--- src/rtl/core/ppr_pkg.sv ---
`default_nettype none
// ----------------------------------------------------------------------------
// Park / inverse Park rotator package
// Shared widths, item types, CORDIC arctangent table and the gain constant.
// ----------------------------------------------------------------------------
package ppr_pkg;

  localparam int DATA_WIDTH      = 16;
  localparam int ANGLE_WIDTH     = 16;
  localparam int ROTATION_STAGES = 16;

  localparam int ATAN_LEN      = 32;
  localparam int CORDIC_STAGES = (ROTATION_STAGES > ATAN_LEN) ? ATAN_LEN : ROTATION_STAGES;

  // Angle is carried as a 32-bit fraction of one turn.
  localparam int TURN_WIDTH = 32;

  // Vector datapath: sign head, data bits, guard fraction bits.
  localparam int GUARD_BITS = 60 - DATA_WIDTH;
  localparam int VEC_WIDTH  = 64;
  localparam int HEAD_BITS  = VEC_WIDTH - DATA_WIDTH - GUARD_BITS;

  // 1/K of the CORDIC, as a 32-bit fraction.
  localparam int          GAIN_WIDTH = 32;
  localparam logic [GAIN_WIDTH-1:0] GAIN_Q32 = 32'd2608131496;

  // atan(2^-i) in units of 2^-32 turn.
  localparam logic signed [TURN_WIDTH-1:0] ATAN_TURNS [ATAN_LEN] = '{
    32'sd536870912, 32'sd316933406, 32'sd167458907, 32'sd85004756,
    32'sd42667331,  32'sd21354465,  32'sd10679838,  32'sd5340245,
    32'sd2670163,   32'sd1335087,   32'sd667544,    32'sd333772,
    32'sd166886,    32'sd83443,     32'sd41722,     32'sd20861,
    32'sd10430,     32'sd5215,      32'sd2608,      32'sd1304,
    32'sd652,       32'sd326,       32'sd163,       32'sd81,
    32'sd41,        32'sd20,        32'sd10,        32'sd5,
    32'sd3,         32'sd1,         32'sd1,         32'sd0
  };

  // Operation select: forward Park rotates by minus the angle.
  localparam logic OP_FORWARD = 1'b0;

  typedef struct packed {
    logic                         operation;
    logic signed [DATA_WIDTH-1:0] first_component;
    logic signed [DATA_WIDTH-1:0] second_component;
    logic        [ANGLE_WIDTH-1:0] rotor_angle;
  } in_item_t;

  typedef struct packed {
    logic signed [DATA_WIDTH-1:0] first_result;
    logic signed [DATA_WIDTH-1:0] second_result;
  } out_item_t;

  typedef struct packed {
    logic signed [VEC_WIDTH-1:0]  x;
    logic signed [VEC_WIDTH-1:0]  y;
    logic signed [TURN_WIDTH-1:0] z;
  } vec_t;

endpackage
`default_nettype wire

--- src/rtl/core/ppr_prep.sv ---
`default_nettype none
// ----------------------------------------------------------------------------
// Rotator input stage
// Widens the angle, picks the nearest quarter turn, pre-rotates the vector
// exactly and leaves the residual angle for the CORDIC. One register stage.
// ----------------------------------------------------------------------------
module ppr_prep (
  input  logic             clk,
  input  logic             rst_n,
  input  logic             s_valid,
  output logic             s_ready,
  input  ppr_pkg::in_item_t s_data,
  output logic             m_valid,
  input  logic             m_ready,
  output ppr_pkg::vec_t    m_data
);
  import ppr_pkg::*;

  localparam logic [1:0] QUAD_ZERO  = 2'd0;
  localparam logic [1:0] QUAD_ONE   = 2'd1;
  localparam logic [1:0] QUAD_TWO   = 2'd2;
  localparam logic [1:0] QUAD_THREE = 2'd3;

  localparam logic [TURN_WIDTH-1:0] EIGHTH_TURN = TURN_WIDTH'(1) << (TURN_WIDTH - 3);

  logic [TURN_WIDTH-1:0]       ang;
  logic [TURN_WIDTH-1:0]       ang_sum;
  logic [1:0]                  quad;
  logic signed [VEC_WIDTH-1:0] a;
  logic signed [VEC_WIDTH-1:0] b;
  vec_t                        vec_nxt;
  vec_t                        vec_r;
  logic                        valid_r;

  always_comb begin
    ang = TURN_WIDTH'(s_data.rotor_angle) << (TURN_WIDTH - ANGLE_WIDTH);
    if (s_data.operation == OP_FORWARD) begin
      ang = '0 - ang;
    end
    ang_sum = ang + EIGHTH_TURN;
    quad    = ang_sum[TURN_WIDTH-1 -: 2];
    a = {{HEAD_BITS{s_data.first_component[DATA_WIDTH-1]}}, s_data.first_component,
         {GUARD_BITS{1'b0}}};
    b = {{HEAD_BITS{s_data.second_component[DATA_WIDTH-1]}}, s_data.second_component,
         {GUARD_BITS{1'b0}}};
    // residual lands in [-1/8, 1/8) turn
    vec_nxt.z = $signed({2'b00, ang_sum[TURN_WIDTH-3:0]}) - $signed(EIGHTH_TURN);
    unique case (quad)
      QUAD_ZERO: begin
        vec_nxt.x = a;
        vec_nxt.y = b;
      end
      QUAD_ONE: begin
        vec_nxt.x = -b;
        vec_nxt.y = a;
      end
      QUAD_TWO: begin
        vec_nxt.x = -a;
        vec_nxt.y = -b;
      end
      QUAD_THREE: begin
        vec_nxt.x = b;
        vec_nxt.y = -a;
      end
    endcase
  end

  assign s_ready = !valid_r || m_ready;

  always_ff @(posedge clk) begin
    if (!rst_n) begin
      valid_r <= 1'b0;
    end else if (s_ready) begin
      valid_r <= s_valid;
    end
  end

  always_ff @(posedge clk) begin
    if (s_ready && s_valid) begin
      vec_r <= vec_nxt;
    end
  end

  assign m_valid = valid_r;
  assign m_data  = vec_r;

endmodule
`default_nettype wire

--- config.mk ---
export PLATFORM = sky130hd
export DESIGN_NAME = ppr_prep
export DESIGN_NICKNAME = d
export VERILOG_FILES = /design/src/rtl/core/ppr_pkg.sv /design/src/rtl/core/ppr_prep.sv
export SDC_FILE = /design/constraint.sdc
export NUM_CORES = 1
export LEC_CHECK = 0
export ABC_AREA = 1
export BUFFER_PORTS_ARGS = -buffer_cell sky130_fd_sc_hd__buf_2
export CORE_MARGIN = 3
export CORE_UTILIZATION = 40
export CTS_CLUSTER_DIAMETER = 40
export DETAILED_ROUTE_END_ITERATION = 12
export PLACE_DENSITY = 0.7
export SLEW_MARGIN = 0
export SYNTH_ARGS = -nofsm -noshare
export SYNTH_HDL_FRONTEND = slang
export SYNTH_SLANG_ARGS = --single-unit
--- constraint.sdc ---
create_clock -name clk -period 3.7 [get_ports clk]
set_input_delay 0.185 -clock clk [delete_from_list [all_inputs] [get_ports clk]]
set_output_delay 0.185 -clock clk [all_outputs]
set_load 0.01 [all_outputs]
==> flow_summary.toml <==
[critical_path]
cp-endpoint = "m_data[80]"
cpMaxStageDelayCell = "buf_4"
reg2reg_slack_ns = 1.81
cp.required_ns = 3.85
cpPeakStageDelay_ns = 0.42
path_max_fanout = 48
crit_start = "s_data[0]"
reg2reg_from = "m_valid"
r2r_cells = 2
rr_endpoint = "m_data[149]"
start_kind = "input pin"
critPathArrivalTime_ns = 3.02
cp-end-kind = "register"
critPathKind = "in -> reg"
path_cells = "buf_2 > inv_1 > ha_1 > inv_1 > nor3_1 > nand3_1 > nand2_1 > o21ai_0 > xor2_1 > ha_1 > xnor2_1 > nand3_4 > nand2_4 > buf_4 > nand3_1 > nand4_1"

[placed_design]
globalplace.congestion = 0.986
post_dp_cell_area_um2 = 5020
dp_hpwl_mm = 9.14
io_buffer_count = 110

[power]
power_density_nw_per_um2 = 393
total_power_uw = 2030
peakVddDrop_mv = 0.217
p_leak_uw = 0.00244

[clock_network]
path_clk_slew_ns = 0.07
clockBufferDepth = 2
clk-insertion-delay-late_ns = 0.29
cts_made_buffers = 5
post_cts_buffers = 0
h-tree-depth = 2
clock-sinks = 55
ctsHoldBuffers = 0
cts_tree = "yes"
root_buffer = "clkbuf_16"
cts_resized = 0

[layout]
post-route-util_pct = 44.8
fin_area_um2 = 5160
final_nets = 782
area_growth_pct = 8.29
fillers = 1150
multi_input_area_um2 = 2390
diodes = 0
register_area_um2 = 1640
drive_above_1_share_pct = 18.9

[detailed_routing]
routed_wl_mm = 11.7
first_iter_violations = 391
via_count = 4290
drc = 0
wire_per_inst_um = 13.4
route.antenna.remaining_nets = 0
first_pass_iters = 5
via_per_inst = 4.94

[global_route]
grt_pass1_vias = 3665
grt_max_degree = 49
antenna_found_initial = 1
overflow = 0
grtUsageTotal_pct = 16.6
grt_pass1_wl_mm = 18.0

[timing]
fin_skew_ns = 0.00736
finalCritPeriodShare_pct = 77.5
finalHoldViolations = 0
worst_pin_slew_ns = 0.882
tns_ns = 0
slew_headroom_pct = 41.1
rsz0062_at_grt = "no"
max_freq_mhz = 349
hold-worst-slack_ns = 0.0804
setup_viol = 0
slew_violations = 0
fin_crit_ns = 2.87

[synth]
ys_types = 33
ys_seq_area_share_pct = 34.4
syn_inst = 630
synth_edf_count = 54
synth_seq_cells = 55
ys.flop_type = "edfxtp_1"
synthesis.area_um2 = 4770
yosysWarnings = 0
avgSynthCellArea_um2 = 7.57
async_flop_share_pct = 0

[outcome]
status = "finished clean"

[floorplanning]
dieArea_um2 = 13300
std_cell_rows = 39
die_h_um = 115
initial_utilization_pct = 41.4
num_io_pins = 215
die_w_um = 115
core_um2 = 11500

[flow_run]
maxCapViolCount = 0

[worst_hold_path]
hold_class = "in -> reg"
==> layout by cell type (no fill, tap or decap), types with 2 or more instances in the layout <==
cell / Yosys / routed
nand2_1: 122 / 122
buf_2: 8 / 110
conb_1: 1 / 104
nand3_1: 69 / 69
nand4_1: 69 / 69
nor2_1: 61 / 61
edfxtp_1: 54 / 54
inv_1: 53 / 53
xnor2_1: 13 / 13
xor2_1: 12 / 12
o21ai_0: 11 / 11
buf_4: 108 / 7
nor3_1: 5 / 5
clkbuf_16: 0 / 5
ha_1: 4 / 4
nand3b_1: 3 / 3
a21oi_1: 4 / 3
inv_2: 2 / 2
o31ai_1: 2 / 2
nand2_4: 2 / 2
==> cell type report <==
cell class              instances  area share [%]
inverters                      55            4.00
repair buffers                117            11.7
multi-input cells             491            46.3
clock buffers                   6            2.50
flip-flops and latches         55            31.8
clock inverters                 2           0.242
well taps                     143            3.47
==> registers in the layout, indices dropped and copies added (netlist names) <==
signal / cells
m_valid: 1
m_data: 54
==> stage by stage <==
stage               cells  setup slack, ns
finish                869            0.831
global route          869            0.478
CTS                   869            0.870
detailed placement    861            0.597
global placement      861            0.648
floorplan             733            0.207
==> cells by family (layout without fill, tap and decap cells) <==
kind of cell	Yosys count	count (layout)	synth area share [%]
other	1	104	0.0787
xor gates and xnor gates	25	25	4.59
and+or+nand+nor	337	337	33.4
adders and majority gates	4	4	1.05
DFF	55	55	34.4
AOI/OAI and AO/OA	21	21	2.70
buffers and inverters	187	180	23.8
==> how the worst min path moves through the flow <==
stage / start / to / slack, ns / cells after the start
floorplan: s_data[0] / m_data[16] / 0.28 / 0
global placement: s_data[0] / m_data[16] / 0.38 / 1
detailed placement: s_data[0] / m_data[16] / 0.38 / 1
CTS: s_data[0] / m_data[16] / 0.07 / 1
global route: s_data[0] / m_data[16] / 0.08 / 1
finish: s_data[0] / m_data[16] / 0.08 / 1
==> routing by layer <==
metal	share of wire, %	vias to the layer above	track usage, %
li1	-	2104	-
met1	42	1950	22.4
met2	47	217	27.1
met3	8.8	17	3.26
met4	1.8	2	5.16
met5	0.060	-	0
==> report_power, final <==
part           internal [uW]  leakage [uW]  total [uW]  switching (uW)
combinational            230       0.00184         730             500
sequential               818      0.000536         840            21.6
clock                    250     0.0000669         457             207
==> synthesized netlist by cell type (2+ instances only) <==
cell type / n / share of area [%]
nand2_1: 122 / 9.6
o21ai_0: 11 / 1.2
ha_1: 4 / 1.0
o31ai_1: 2 / 0.31
nand3b_1: 3 / 0.47
edfxtp_1: 54 / 34
buf_4: 108 / 17
a21oi_1: 4 / 0.42
inv_2: 2 / 0.16
inv_1: 53 / 4.2
nand4_1: 69 / 9.1
buf_6: 2 / 0.47
clkbuf_1: 11 / 0.87
xor2_1: 12 / 2.2
xnor2_1: 13 / 2.4
nand2_4: 2 / 0.47
buf_1: 3 / 0.24
nor3_1: 5 / 0.52
nand3_1: 69 / 7.2
buf_2: 8 / 0.84
nor2_1: 61 / 4.8
==> worst max-delay path, delay by kind of cell <==
family          cells  cell delay [ns]
compound gates      1             0.11
xor+xnor            2             0.47
fa+ha+maj           2             0.41
buf+inv             4             0.65
simple gates        7             1.16
(Power assumes the default switching activity.)
